===== src/rtl/assert_macros.svh =====
// concurrent assertion helpers shared by the rtl
`ifndef ASSERT_MACROS_SVH
`define ASSERT_MACROS_SVH

`ifndef ASSERT_OFF

`define ASSERT_IMPLY(label, clk, rstn, ante, cons, msg) \
    label: assert property (@(posedge clk) disable iff (!rstn) (ante) |-> (cons)) \
        else $error(msg);

`define ASSERT_NEXT(label, clk, rstn, ante, cons, msg) \
    label: assert property (@(posedge clk) disable iff (!rstn) (ante) |=> (cons)) \
        else $error(msg);

`else

`define ASSERT_IMPLY(label, clk, rstn, ante, cons, msg)
`define ASSERT_NEXT(label, clk, rstn, ante, cons, msg)

`endif

`endif


===== src/rtl/aswt_pkg.sv =====
package aswt_pkg;

    localparam int DEFAULT_TABLE_DEPTH = 64;
    localparam int DEFAULT_PRICE_BITS  = 32;

    // port field widths
    localparam int PRICE_W = 32;
    localparam int KIND_W  = 2;

    // opcodes
    localparam logic OP_ADD   = 1'b0;
    localparam logic OP_QUOTE = 1'b1;

    // event kinds
    localparam logic [KIND_W-1:0] EV_ON     = 2'd0;
    localparam logic [KIND_W-1:0] EV_OFF    = 2'd1;
    localparam logic [KIND_W-1:0] EV_REJECT = 2'd2;

    // table read address select
    localparam logic [2:0] RD_MID  = 3'd0;
    localparam logic [2:0] RD_LO   = 3'd1;
    localparam logic [2:0] RD_LOM1 = 3'd2;
    localparam logic [2:0] RD_UP   = 3'd3;
    localparam logic [2:0] RD_MD   = 3'd4;
    localparam logic [2:0] RD_LW   = 3'd5;
    localparam logic [2:0] RD_SHM1 = 3'd6;

    // read data capture target
    localparam logic [3:0] CAP_NONE = 4'd0;
    localparam logic [3:0] CAP_SU   = 4'd1;
    localparam logic [3:0] CAP_SL   = 4'd2;
    localparam logic [3:0] CAP_NU   = 4'd3;
    localparam logic [3:0] CAP_NM   = 4'd4;
    localparam logic [3:0] CAP_NL   = 4'd5;
    localparam logic [3:0] CAP_OU   = 4'd6;
    localparam logic [3:0] CAP_OM   = 4'd7;
    localparam logic [3:0] CAP_OL   = 4'd8;

    // result strike source, window members in upper, middle, lower order
    localparam logic [2:0] SEL_NU    = 3'd0;
    localparam logic [2:0] SEL_NM    = 3'd1;
    localparam logic [2:0] SEL_NL    = 3'd2;
    localparam logic [2:0] SEL_OU    = 3'd3;
    localparam logic [2:0] SEL_OM    = 3'd4;
    localparam logic [2:0] SEL_OL    = 3'd5;
    localparam logic [2:0] SEL_PRICE = 3'd6;

    typedef struct packed {
        logic              latch_in;
        logic              srch_init;
        logic              srch_step;
        logic              rd_en;
        logic [2:0]        rd_sel;
        logic [3:0]        cap_sel;
        logic              sh_init;
        logic              shift_wr;
        logic              ins_wr;
        logic              win_clear;
        logic              win_set_hi;
        logic              win_set_lo;
        logic              band_load;
        logic              out_load;
        logic [KIND_W-1:0] out_kind;
        logic [2:0]        out_sel;
        logic              out_last;
    } cmd_t;

    typedef struct packed {
        logic lo_lt_hi;
        logic rd_eq_price;
        logic lo_lt_count;
        logic lo_is_zero;
        logic full;
        logic sh_gt_lo;
        logic band_out;
        logic mid_ge;
        logic upper_ok;
        logic lower_ok;
        logic active;
        logic out_free;
    } status_t;

endpackage


===== src/rtl/aswt_dp.sv =====
module aswt_dp #(
    parameter int TABLE_DEPTH = aswt_pkg::DEFAULT_TABLE_DEPTH,
    parameter int PRICE_BITS  = aswt_pkg::DEFAULT_PRICE_BITS
) (
    input  logic                        aclk,
    input  logic                        aresetn,
    input  logic [aswt_pkg::PRICE_W-1:0] s_tdata,
    input  aswt_pkg::cmd_t              cmd,
    output aswt_pkg::status_t           status,
    input  logic                        m_tready,
    output logic                        m_tvalid,
    output logic [aswt_pkg::PRICE_W-1:0] m_tdata,
    output logic [aswt_pkg::KIND_W-1:0] m_tuser,
    output logic                        m_tlast
);

    localparam int IW = $clog2(TABLE_DEPTH);
    localparam int CW = $clog2(TABLE_DEPTH + 1);
    localparam int BW = PRICE_BITS + 2;
    localparam int FW = aswt_pkg::PRICE_W;

    logic [PRICE_BITS-1:0] mem [TABLE_DEPTH];

    logic [PRICE_BITS-1:0] price_reg;
    logic [PRICE_BITS-1:0] rd_data_reg;
    logic [PRICE_BITS-1:0] su_reg, sl_reg;
    logic [PRICE_BITS-1:0] nu_reg, nm_reg, nl_reg;
    logic [PRICE_BITS-1:0] ou_reg, om_reg, ol_reg;
    logic [CW-1:0]         count_reg, lo_reg, hi_reg, sh_reg;
    logic [IW-1:0]         up_reg, md_reg, lw_reg;
    logic                  active_reg;
    logic [BW-1:0]         ubnd_reg, lbnd_reg;
    logic                  m_tvalid_reg;
    logic [FW-1:0]         m_tdata_reg;
    logic [aswt_pkg::KIND_W-1:0] m_tuser_reg;
    logic                  m_tlast_reg;

    logic [PRICE_BITS+FW-1:0] in_ext;
    logic [PRICE_BITS+FW-1:0] out_ext;
    logic [CW:0]              lohi_sum;
    logic [CW-1:0]            mid;
    logic [CW-1:0]            lo_m1, lo_m2, lo_p1, sh_m1;
    logic [CW:0]              lo_p1_wide;
    logic [IW-1:0]            rd_addr;
    logic                     wr_en;
    logic [IW-1:0]            wr_addr;
    logic [PRICE_BITS-1:0]    wr_data;
    logic [BW-1:0]            p4, ubnd_next, lbnd_next;
    logic [PRICE_BITS:0]      p2, pair_sum;
    logic [PRICE_BITS-1:0]    out_val;
    logic                     out_free;

    assign in_ext     = {{PRICE_BITS{1'b0}}, s_tdata};
    assign lohi_sum   = {1'b0, lo_reg} + {1'b0, hi_reg};
    assign mid        = lohi_sum[CW:1];
    assign lo_m1      = lo_reg - 1'b1;
    assign lo_m2      = lo_reg - CW'(2);
    assign lo_p1      = lo_reg + 1'b1;
    assign lo_p1_wide = {1'b0, lo_reg} + 1'b1;
    assign sh_m1      = sh_reg - 1'b1;
    assign p4         = {price_reg, 2'b00};
    assign p2         = {price_reg, 1'b0};
    assign pair_sum   = {1'b0, su_reg} + {1'b0, sl_reg};
    assign ubnd_next  = {2'b00, nu_reg} + {1'b0, nu_reg, 1'b0} + {2'b00, nm_reg};
    assign lbnd_next  = {2'b00, rd_data_reg} + {1'b0, rd_data_reg, 1'b0} + {2'b00, nm_reg};
    assign out_free   = !m_tvalid_reg || m_tready;

    always_comb begin
        unique case (cmd.rd_sel)
            aswt_pkg::RD_MID:  rd_addr = mid[IW-1:0];
            aswt_pkg::RD_LO:   rd_addr = lo_reg[IW-1:0];
            aswt_pkg::RD_LOM1: rd_addr = lo_m1[IW-1:0];
            aswt_pkg::RD_UP:   rd_addr = up_reg;
            aswt_pkg::RD_MD:   rd_addr = md_reg;
            aswt_pkg::RD_LW:   rd_addr = lw_reg;
            aswt_pkg::RD_SHM1: rd_addr = sh_m1[IW-1:0];
            default:           rd_addr = mid[IW-1:0];
        endcase
    end

    always_comb begin
        wr_en   = cmd.shift_wr || cmd.ins_wr;
        wr_addr = cmd.shift_wr ? sh_reg[IW-1:0] : lo_reg[IW-1:0];
        wr_data = cmd.shift_wr ? rd_data_reg : price_reg;
    end

    // strike table
    always_ff @(posedge aclk) begin
        if (wr_en) begin
            mem[wr_addr] <= wr_data;
        end
        if (cmd.rd_en) begin
            rd_data_reg <= mem[rd_addr];
        end
    end

    always_ff @(posedge aclk) begin
        if (cmd.latch_in) begin
            price_reg <= in_ext[PRICE_BITS-1:0];
        end
        if (cmd.cap_sel == aswt_pkg::CAP_SU) su_reg <= rd_data_reg;
        if (cmd.cap_sel == aswt_pkg::CAP_SL) sl_reg <= rd_data_reg;
        if (cmd.cap_sel == aswt_pkg::CAP_NU) nu_reg <= rd_data_reg;
        if (cmd.cap_sel == aswt_pkg::CAP_NM) nm_reg <= rd_data_reg;
        if (cmd.cap_sel == aswt_pkg::CAP_NL) nl_reg <= rd_data_reg;
        if (cmd.cap_sel == aswt_pkg::CAP_OU) ou_reg <= rd_data_reg;
        if (cmd.cap_sel == aswt_pkg::CAP_OM) om_reg <= rd_data_reg;
        if (cmd.cap_sel == aswt_pkg::CAP_OL) ol_reg <= rd_data_reg;
    end

    // search bounds, shift pointer, count, window and trigger bands
    always_ff @(posedge aclk) begin
        if (!aresetn) begin
            count_reg  <= '0;
            lo_reg     <= '0;
            hi_reg     <= '0;
            sh_reg     <= '0;
            active_reg <= 1'b0;
            up_reg     <= '0;
            md_reg     <= '0;
            lw_reg     <= '0;
            ubnd_reg   <= '0;
            lbnd_reg   <= '0;
        end else begin
            if (cmd.srch_init) begin
                lo_reg <= '0;
                hi_reg <= count_reg;
            end else if (cmd.srch_step) begin
                if (rd_data_reg < price_reg) begin
                    lo_reg <= mid + 1'b1;
                end else begin
                    hi_reg <= mid;
                end
            end
            if (cmd.sh_init) begin
                sh_reg <= count_reg;
            end else if (cmd.shift_wr) begin
                sh_reg <= sh_m1;
            end
            if (cmd.ins_wr) begin
                count_reg <= count_reg + 1'b1;
                if (active_reg) begin
                    if (CW'(up_reg) >= lo_reg) up_reg <= up_reg + 1'b1;
                    if (CW'(md_reg) >= lo_reg) md_reg <= md_reg + 1'b1;
                    if (CW'(lw_reg) >= lo_reg) lw_reg <= lw_reg + 1'b1;
                end
            end
            if (cmd.win_clear) begin
                active_reg <= 1'b0;
            end else if (cmd.win_set_hi) begin
                active_reg <= 1'b1;
                up_reg     <= lo_p1[IW-1:0];
                md_reg     <= lo_reg[IW-1:0];
                lw_reg     <= lo_m1[IW-1:0];
            end else if (cmd.win_set_lo) begin
                active_reg <= 1'b1;
                up_reg     <= lo_reg[IW-1:0];
                md_reg     <= lo_m1[IW-1:0];
                lw_reg     <= lo_m2[IW-1:0];
            end
            if (cmd.band_load) begin
                ubnd_reg <= ubnd_next;
                lbnd_reg <= lbnd_next;
            end
        end
    end

    always_comb begin
        unique case (cmd.out_sel)
            aswt_pkg::SEL_NU:    out_val = nu_reg;
            aswt_pkg::SEL_NM:    out_val = nm_reg;
            aswt_pkg::SEL_NL:    out_val = nl_reg;
            aswt_pkg::SEL_OU:    out_val = ou_reg;
            aswt_pkg::SEL_OM:    out_val = om_reg;
            aswt_pkg::SEL_OL:    out_val = ol_reg;
            aswt_pkg::SEL_PRICE: out_val = price_reg;
            default:             out_val = price_reg;
        endcase
    end

    assign out_ext = {{FW{1'b0}}, out_val};

    // result register
    always_ff @(posedge aclk) begin
        if (!aresetn) begin
            m_tvalid_reg <= 1'b0;
        end else if (cmd.out_load) begin
            m_tvalid_reg <= 1'b1;
        end else if (m_tready) begin
            m_tvalid_reg <= 1'b0;
        end
    end

    always_ff @(posedge aclk) begin
        if (cmd.out_load) begin
            m_tdata_reg <= out_ext[FW-1:0];
            m_tuser_reg <= cmd.out_kind;
            m_tlast_reg <= cmd.out_last;
        end
    end

    assign m_tvalid = m_tvalid_reg;
    assign m_tdata  = m_tdata_reg;
    assign m_tuser  = m_tuser_reg;
    assign m_tlast  = m_tlast_reg;

    always_comb begin
        status.lo_lt_hi    = lo_reg < hi_reg;
        status.rd_eq_price = rd_data_reg == price_reg;
        status.lo_lt_count = lo_reg < count_reg;
        status.lo_is_zero  = lo_reg == '0;
        status.full        = count_reg == CW'(TABLE_DEPTH);
        status.sh_gt_lo    = sh_reg > lo_reg;
        status.band_out    = (p4 > ubnd_reg) || (p4 < lbnd_reg);
        status.mid_ge      = p2 >= pair_sum;
        status.upper_ok    = lo_p1_wide < {1'b0, count_reg};
        status.lower_ok    = lo_reg > CW'(1);
        status.active      = active_reg;
        status.out_free    = out_free;
    end

endmodule


===== src/rtl/aswt_ctrl.sv =====
module aswt_ctrl (
    input  logic              aclk,
    input  logic              aresetn,
    input  logic              s_tvalid,
    output logic              s_tready,
    input  logic              s_tuser,
    input  aswt_pkg::status_t status,
    output aswt_pkg::cmd_t    cmd
);

    localparam logic [4:0] S_IDLE     = 5'd0;
    localparam logic [4:0] S_BAND     = 5'd1;
    localparam logic [4:0] S_OLD_M    = 5'd2;
    localparam logic [4:0] S_OLD_L    = 5'd3;
    localparam logic [4:0] S_OLD_C    = 5'd4;
    localparam logic [4:0] S_SRCH     = 5'd5;
    localparam logic [4:0] S_SRCH_CMP = 5'd6;
    localparam logic [4:0] S_ADD_CHK  = 5'd7;
    localparam logic [4:0] S_ADD_DUP  = 5'd8;
    localparam logic [4:0] S_ADD_FULL = 5'd9;
    localparam logic [4:0] S_REJECT   = 5'd10;
    localparam logic [4:0] S_SHIFT    = 5'd11;
    localparam logic [4:0] S_SHIFT_WR = 5'd12;
    localparam logic [4:0] S_Q_CHK    = 5'd13;
    localparam logic [4:0] S_Q_RDL    = 5'd14;
    localparam logic [4:0] S_Q_CAPL   = 5'd15;
    localparam logic [4:0] S_Q_SEL    = 5'd16;
    localparam logic [4:0] S_Q_NU     = 5'd17;
    localparam logic [4:0] S_Q_NM     = 5'd18;
    localparam logic [4:0] S_Q_NL     = 5'd19;
    localparam logic [4:0] S_Q_BAND   = 5'd20;
    localparam logic [4:0] S_EMIT_ON  = 5'd21;
    localparam logic [4:0] S_EMIT_OFF = 5'd22;

    logic [4:0] state_reg, state_next;
    logic       op_reg, op_next;
    logic       requote_reg, requote_next;
    logic [1:0] cnt_reg, cnt_next;
    logic [4:0] no_window_state;

    always_ff @(posedge aclk) begin
        if (!aresetn) begin
            state_reg   <= S_IDLE;
            op_reg      <= aswt_pkg::OP_ADD;
            requote_reg <= 1'b0;
            cnt_reg     <= '0;
        end else begin
            state_reg   <= state_next;
            op_reg      <= op_next;
            requote_reg <= requote_next;
            cnt_reg     <= cnt_next;
        end
    end

    assign s_tready        = state_reg == S_IDLE;
    assign no_window_state = requote_reg ? S_EMIT_OFF : S_IDLE;

    always_comb begin
        state_next   = state_reg;
        op_next      = op_reg;
        requote_next = requote_reg;
        cnt_next     = cnt_reg;
        cmd          = '0;
        unique case (state_reg)
            S_IDLE: begin
                if (s_tvalid) begin
                    cmd.latch_in = 1'b1;
                    op_next      = s_tuser;
                    requote_next = 1'b0;
                    if (s_tuser != aswt_pkg::OP_ADD && status.active) begin
                        state_next = S_BAND;
                    end else begin
                        cmd.srch_init = 1'b1;
                        state_next    = S_SRCH;
                    end
                end
            end
            S_BAND: begin
                if (status.band_out) begin
                    requote_next = 1'b1;
                    cmd.rd_en    = 1'b1;
                    cmd.rd_sel   = aswt_pkg::RD_UP;
                    state_next   = S_OLD_M;
                end else begin
                    state_next = S_IDLE;
                end
            end
            S_OLD_M: begin
                cmd.cap_sel = aswt_pkg::CAP_OU;
                cmd.rd_en   = 1'b1;
                cmd.rd_sel  = aswt_pkg::RD_MD;
                state_next  = S_OLD_L;
            end
            S_OLD_L: begin
                cmd.cap_sel = aswt_pkg::CAP_OM;
                cmd.rd_en   = 1'b1;
                cmd.rd_sel  = aswt_pkg::RD_LW;
                state_next  = S_OLD_C;
            end
            S_OLD_C: begin
                cmd.cap_sel   = aswt_pkg::CAP_OL;
                cmd.srch_init = 1'b1;
                state_next    = S_SRCH;
            end
            S_SRCH: begin
                if (status.lo_lt_hi) begin
                    cmd.rd_en  = 1'b1;
                    cmd.rd_sel = aswt_pkg::RD_MID;
                    state_next = S_SRCH_CMP;
                end else begin
                    state_next = (op_reg == aswt_pkg::OP_ADD) ? S_ADD_CHK : S_Q_CHK;
                end
            end
            S_SRCH_CMP: begin
                cmd.srch_step = 1'b1;
                state_next    = S_SRCH;
            end
            S_ADD_CHK: begin
                if (status.lo_lt_count) begin
                    cmd.rd_en  = 1'b1;
                    cmd.rd_sel = aswt_pkg::RD_LO;
                    state_next = S_ADD_DUP;
                end else begin
                    state_next = S_ADD_FULL;
                end
            end
            S_ADD_DUP: begin
                state_next = status.rd_eq_price ? S_IDLE : S_ADD_FULL;
            end
            S_ADD_FULL: begin
                if (status.full) begin
                    state_next = S_REJECT;
                end else begin
                    cmd.sh_init = 1'b1;
                    state_next  = S_SHIFT;
                end
            end
            S_REJECT: begin
                if (status.out_free) begin
                    cmd.out_load = 1'b1;
                    cmd.out_kind = aswt_pkg::EV_REJECT;
                    cmd.out_sel  = aswt_pkg::SEL_PRICE;
                    cmd.out_last = 1'b1;
                    state_next   = S_IDLE;
                end
            end
            S_SHIFT: begin
                if (status.sh_gt_lo) begin
                    cmd.rd_en  = 1'b1;
                    cmd.rd_sel = aswt_pkg::RD_SHM1;
                    state_next = S_SHIFT_WR;
                end else begin
                    cmd.ins_wr = 1'b1;
                    state_next = S_IDLE;
                end
            end
            S_SHIFT_WR: begin
                cmd.shift_wr = 1'b1;
                state_next   = S_SHIFT;
            end
            S_Q_CHK: begin
                cnt_next = '0;
                if (status.lo_lt_count && !status.lo_is_zero) begin
                    cmd.rd_en  = 1'b1;
                    cmd.rd_sel = aswt_pkg::RD_LO;
                    state_next = S_Q_RDL;
                end else begin
                    cmd.win_clear = 1'b1;
                    state_next    = no_window_state;
                end
            end
            S_Q_RDL: begin
                cmd.cap_sel = aswt_pkg::CAP_SU;
                cmd.rd_en   = 1'b1;
                cmd.rd_sel  = aswt_pkg::RD_LOM1;
                state_next  = S_Q_CAPL;
            end
            S_Q_CAPL: begin
                cmd.cap_sel = aswt_pkg::CAP_SL;
                state_next  = S_Q_SEL;
            end
            S_Q_SEL: begin
                priority if (status.mid_ge && status.upper_ok) begin
                    cmd.win_set_hi = 1'b1;
                    state_next     = S_Q_NU;
                end else if (!status.mid_ge && status.lower_ok) begin
                    cmd.win_set_lo = 1'b1;
                    state_next     = S_Q_NU;
                end else begin
                    cmd.win_clear = 1'b1;
                    state_next    = no_window_state;
                end
            end
            S_Q_NU: begin
                cmd.rd_en  = 1'b1;
                cmd.rd_sel = aswt_pkg::RD_UP;
                state_next = S_Q_NM;
            end
            S_Q_NM: begin
                cmd.cap_sel = aswt_pkg::CAP_NU;
                cmd.rd_en   = 1'b1;
                cmd.rd_sel  = aswt_pkg::RD_MD;
                state_next  = S_Q_NL;
            end
            S_Q_NL: begin
                cmd.cap_sel = aswt_pkg::CAP_NM;
                cmd.rd_en   = 1'b1;
                cmd.rd_sel  = aswt_pkg::RD_LW;
                state_next  = S_Q_BAND;
            end
            S_Q_BAND: begin
                cmd.cap_sel   = aswt_pkg::CAP_NL;
                cmd.band_load = 1'b1;
                state_next    = S_EMIT_ON;
            end
            S_EMIT_ON: begin
                if (status.out_free) begin
                    cmd.out_load = 1'b1;
                    cmd.out_kind = aswt_pkg::EV_ON;
                    cmd.out_sel  = aswt_pkg::SEL_NU + {1'b0, cnt_reg};
                    cmd.out_last = (cnt_reg == 2'd2) && !requote_reg;
                    if (cnt_reg == 2'd2) begin
                        cnt_next   = '0;
                        state_next = no_window_state;
                    end else begin
                        cnt_next = cnt_reg + 1'b1;
                    end
                end
            end
            S_EMIT_OFF: begin
                if (status.out_free) begin
                    cmd.out_load = 1'b1;
                    cmd.out_kind = aswt_pkg::EV_OFF;
                    cmd.out_sel  = aswt_pkg::SEL_OU + {1'b0, cnt_reg};
                    cmd.out_last = cnt_reg == 2'd2;
                    if (cnt_reg == 2'd2) begin
                        cnt_next   = '0;
                        state_next = S_IDLE;
                    end else begin
                        cnt_next = cnt_reg + 1'b1;
                    end
                end
            end
            default: begin
                state_next = S_IDLE;
            end
        endcase
    end

endmodule


===== src/rtl/atm_strike_window_tracker.sv =====
// Strike window tracker.
// Input stream (s_): one transfer per item; s_tuser is the opcode (0 add
// strike, 1 quote midpoint), s_tdata the price in 1/10000 units.
// Result stream (m_): watch-on, watch-off and reject events; m_tuser is the
// event kind, m_tdata the strike price, m_tlast marks the last event of an item.
// One item at a time. A lookup is a binary search over the strike table,
// each probe a registered table read, then a compare. An add then moves
// every strike above its place up by one entry, reading and writing each
// entry in turn. A quote that chooses a window reads its three strikes and
// loads the trigger bands before its events; when it replaces a watched
// window it first reads the old window's strikes and emits their watch-off
// events after the watch-on events. A quote inside the trigger bands emits
// nothing.
// Results leave through a single output register; while the receiver stalls
// the block holds at the next event, and it takes the next item as soon as
// its last event sits in that register.
// Reset empties the table and drops the watched window; table contents are
// not cleared, only the count, so no clearing pass is needed.

`include "assert_macros.svh"

module atm_strike_window_tracker #(
    parameter int TABLE_DEPTH = aswt_pkg::DEFAULT_TABLE_DEPTH,
    parameter int PRICE_BITS  = aswt_pkg::DEFAULT_PRICE_BITS
) (
    input  logic                         aclk,
    input  logic                         aresetn,
    input  logic                         s_tvalid,
    output logic                         s_tready,
    input  logic [aswt_pkg::PRICE_W-1:0] s_tdata,   // price
    input  logic                         s_tuser,   // opcode
    output logic                         m_tvalid,
    input  logic                         m_tready,
    output logic [aswt_pkg::PRICE_W-1:0] m_tdata,   // strike_price
    output logic [aswt_pkg::KIND_W-1:0]  m_tuser,   // event_kind
    output logic                         m_tlast    // last_event
);

    aswt_pkg::cmd_t    cmd;
    aswt_pkg::status_t status;

    aswt_ctrl u_ctrl (
        .aclk     (aclk),
        .aresetn  (aresetn),
        .s_tvalid (s_tvalid),
        .s_tready (s_tready),
        .s_tuser  (s_tuser),
        .status   (status),
        .cmd      (cmd)
    );

    aswt_dp #(
        .TABLE_DEPTH (TABLE_DEPTH),
        .PRICE_BITS  (PRICE_BITS)
    ) u_dp (
        .aclk     (aclk),
        .aresetn  (aresetn),
        .s_tdata  (s_tdata),
        .cmd      (cmd),
        .status   (status),
        .m_tready (m_tready),
        .m_tvalid (m_tvalid),
        .m_tdata  (m_tdata),
        .m_tuser  (m_tuser),
        .m_tlast  (m_tlast)
    );

    // a result is only loaded when the output register can take it
    `ASSERT_IMPLY(a_load_free, aclk, aresetn, cmd.out_load, status.out_free, "load over pending")
    // an accepted item always keeps the block busy in the cycle after it is taken
    `ASSERT_NEXT(a_busy_after_accept, aclk, aresetn, s_tvalid && s_tready, !s_tready, "back to back")
    // a reject is always the only result of its item
    `ASSERT_IMPLY(a_reject_last, aclk, aresetn, m_tvalid && (m_tuser == aswt_pkg::EV_REJECT), m_tlast, "no last")

endmodule

===== config.mk =====
export PLATFORM = sky130hd
export DESIGN_NAME = atm_strike_window_tracker
export DESIGN_NICKNAME = d
export VERILOG_FILES = /design/src/rtl/aswt_pkg.sv /design/src/rtl/aswt_dp.sv /design/src/rtl/aswt_ctrl.sv /design/src/rtl/atm_strike_window_tracker.sv
export VERILOG_INCLUDE_DIRS = /design/src /design/src/rtl
export SDC_FILE = /design/constraint.sdc
export NUM_CORES = 2
export LEC_CHECK = 0
export CORE_MARGIN = 4
export CORE_UTILIZATION = 64
export DETAILED_ROUTE_END_ITERATION = 8
export DONT_BUFFER_PORTS = 1
export GPL_TIMING_DRIVEN = 0
export PLACE_DENSITY = 0.8
export SLEW_MARGIN = 25
export SYNTH_ARGS = -nofsm -noshare
export SYNTH_HDL_FRONTEND = slang
export SYNTH_SLANG_ARGS = --single-unit

===== constraint.sdc =====
create_clock -name aclk -period 6.6 [get_ports aclk]
set_clock_uncertainty 0.1 [all_clocks]
set_input_delay 0.99 -clock aclk [delete_from_list [all_inputs] [get_ports aclk]]
set_output_delay 0.99 -clock aclk [all_outputs]
set_load 0.005 [all_outputs]

==> run_results.csv <==
group,metric,value,unit
critical_path,cp_data_required_time,7020,ps
floorplan,die_h,421,um
timing,finalSetupViolations,17,
detailed_routing,wire_per_inst,34.1,um
critical_path,slowest_delay,600,ps
placement,gp_congestion,1.02,
status,violations,"setup timing",
synthesis,synth_common_cells,"edfxtp_1 (2403), nand2_1 (1391), nand3_1 (496)",
layout,drive_above_1_share,12.2,%
synthesis,synth_top_cell_area_share,66.2,%
clocking,clk_path_buf_depth,3,
detailed_routing,via_count,76700,
synthesis,synth_edf_count,2403,
critical_path,critPathSlowestCell,"o41ai_1",
layout,layout.area.seq,0.0747,mm^2
clocking,cts.sink_count,2528,
status,status,"complete, but fails checks",
job,maxCapViolCount,0,
critical_path,crit_arrival,7180,ps
global_route,grt_pass1_vias,73900,
synthesis,synthesis.nets,8479,
floorplan,io-pin-count,74,
synthesis,synth.area.top_cells,"edfxtp_1 (66%), nand2_1 (4.8%), mux2i_1 (3.6%), ha_1 (3.4%), dfxtp_1 (2.3%)",
critical_path,criticalPathCategory,"flip-flop to flip-flop",
timing,fin_tns_setup,-1560,ps
timing,tightest_slew,1210,ps
layout,area_growth,15.9,%
pwr,total_power,0.0646,W
floorplan,dieArea,0.177,mm^2
layout,n_fill_cell,10000,
synthesis,yosys.area.top_type,"edfxtp_1",
global_route,grt_max_degree,35,
clocking,cts_root_buffer,"clkbuf_16",
timing,drv_slew,0,
clocking,htreeDepth,4,
synthesis,synth.distinct_cells,104,
global_route,track_usage,42.4,%
timing,final_hold_viol_count,0,
synthesis,netlist_area,0.109,mm^2
pwr,power_leakage,44.2,nW
detailed_routing,ant_nets,0,
detailed_routing,totalWireLength,375000,um
global_route,grt_pass1_wl,527000,um
timing,min_period_over_period,103,%
timing,setup_slack,-168,ps
global_route,grt-ovfl-total,0,
timing,slew_headroom,19.0,%
synthesis,ys_seq_elements,2528,
synthesis,async_reset_ff_share,0,%
clocking,cts.clk_slew.worst_paths,60,ps
synthesis,seq_area_frac_synth,68.5,%
floorplan,initial_core_util,64.4,%
synthesis,synth.most_common_cell,"edfxtp_1",
critical_path,cp-start-kind,"flip-flop",
floorplan,core_area,0.169,mm^2
floorplan,num_rows,151,
detailed_routing,drc,0,
detailed_routing,dr.first_iter.drc_count,12400,
clocking,worstSkewPairLatency,900,ps
layout,multi_input_comb_area,0.0333,mm^2
clocking,cts_buffers,240,
detailed_routing,vias_per_cell,6.98,
synthesis,syn_area_per_cell,13.5,um^2
worst_hold_path,hp-class,"primary input to flip-flop",
clocking,cts_tree,"built",
placement,portBuffers,0,
floorplan,dieWidth,421,um
critical_path,crit_chain,"ha_1 > a21o_1 > a221o_1 > a221o_1 > a211oi_4 > a31oi_4 > or4_1 > buf_2 > nand2_4 > buf_2 > buf_6 > clkbuf_4 > mux2i_1 > o22ai_1 > o41ai_1 > nand4_1",
synthesis,synth_warnings,0,
timing,max_freq,0.148,GHz
critical_path,cp-end-kind,"flip-flop",
detailed_routing,drt_pass1_iterations,9,
pwr,power_density,511,mW/mm^2
placement,dpl.hpwl,265000,um
global_route,antenna_found_initial,21,
critical_path,crit_fanout,10,
synthesis,ys.flop_type,"edfxtp_1",
timing,min_period,6770,ps
synthesis,synthCells,8084,
pwr,vdd_drop_max,367,uV
layout,layout.nets,8939,
timing,hold_slack,93.8,ps
layout,largest_reg_flops,2048,
[layout by cell type, fill, tap and decap left out, types with 76 or more instances in the layout]
master,count
edfxtp_1,2403
buf_16,132
clkbuf_1,233
a31oi_1,95
a211oi_1,151
buf_2,103
nand2_1,1388
nor2_4,76
o21ai_0,153
nand4_1,95
dfxtp_1,123
mux2i_1,388
a22oi_1,90
nor2_1,203
nand3_1,495
clkbuf_16,240
buf_4,79
and3_1,100
inv_1,156
a21oi_1,351
ha_1,292
o22ai_1,102
[worst paths after layout]
check	slack [ps]	to	startpoint	cells after the start
max	-170	u_dp.rd_data_reg[30]	u_dp.price_reg[9]	16
min	90	u_dp.price_reg[21]	s_tdata[21]	0
max reg2reg	-170	u_dp.rd_data_reg[30]	u_dp.price_reg[9]	16
min reg2reg	350	u_dp.ubnd_reg[6]	u_dp.ubnd_reg[6]	2
[repair_timing]
action / 4_1_cts / 5_1_grt
pin swaps: 7 / 19
endpoints found under the hold margin: 0 / 0
resized for setup: 116 / 105
hold buffers: 0 / 0
buffers inserted: 3 / 30
setup endpoints to repair: 55 / 53
[critical path: cells and delay by family, from the launching register on]
family                     cells  cell delay, ps
adders and majority gates      1             400
muxes                          1             460
AOI/OAI and AO/OA              7            2510
buffers and inverters          4            1270
DFF                            1             590
and+or+nand+nor                3            1030
[stage by stage]
stage	instances	util, %	setup slack [ps]	area, um^2
global placement	10300	66.0	-4590	112000
CTS	10900	74.3	0.321	126000
finish	11000	74.6	-168	126000
floorplan	8084	-	1050	109000
global route	11000	74.6	-25.4	126000
detailed placement	10500	69.4	-1620	117000
[metal layers]
layer	up-vias	share of wire (%)	routed length, um	track usage (%)
li1	31600	-	-	-
met1	37000	32	121000	50.8
met2	6469	44	165000	63.2
met3	1617	14	52100	14.4
met4	16	9.9	37300	33.5
met5	-	0.029	107	0
[cells by family (layout without fill, tap and decap cells)]
group | Yosys count | count (layout) | synth area share, %
AO/OA/AOI/OAI | 1420 | 1420 | 8.62
XOR/XNOR | 114 | 114 | 0.916
adder cells (fa/ha/maj) | 358 | 358 | 4.56
buffers and inverters | 594 | 1267 | 2.42
flip-flops | 2528 | 2528 | 68.5
multiplexers | 421 | 421 | 4.04
other | 0 | 17 | 0
AND/OR/NAND/NOR | 2649 | 2649 | 10.9
[final cells by class]
cell class / count / share of cell area (%)
clock buffers: 307 / 5.00
diodes: 17 / 0.0337
well taps: 2218 / 2.20
inverters: 162 / 0.491
plain buffers: 429 / 1.75
repair buffers: 221 / 3.89
clock inverters: 148 / 1.17
multi-input cells: 4962 / 26.3
flip-flops and latches: 2528 / 59.1
[report_power, final]
part | total [W] | internal [W] | switching (W) | leakage, nW
Combinational | 0.0309 | 0.00859 | 0.0223 | 17.7
Sequential | 0.0199 | 0.0191 | 0.000804 | 22.6
Clock | 0.0138 | 0.00764 | 0.00614 | 3.79
No activity file was read; power rests on OpenSTA's default activity.
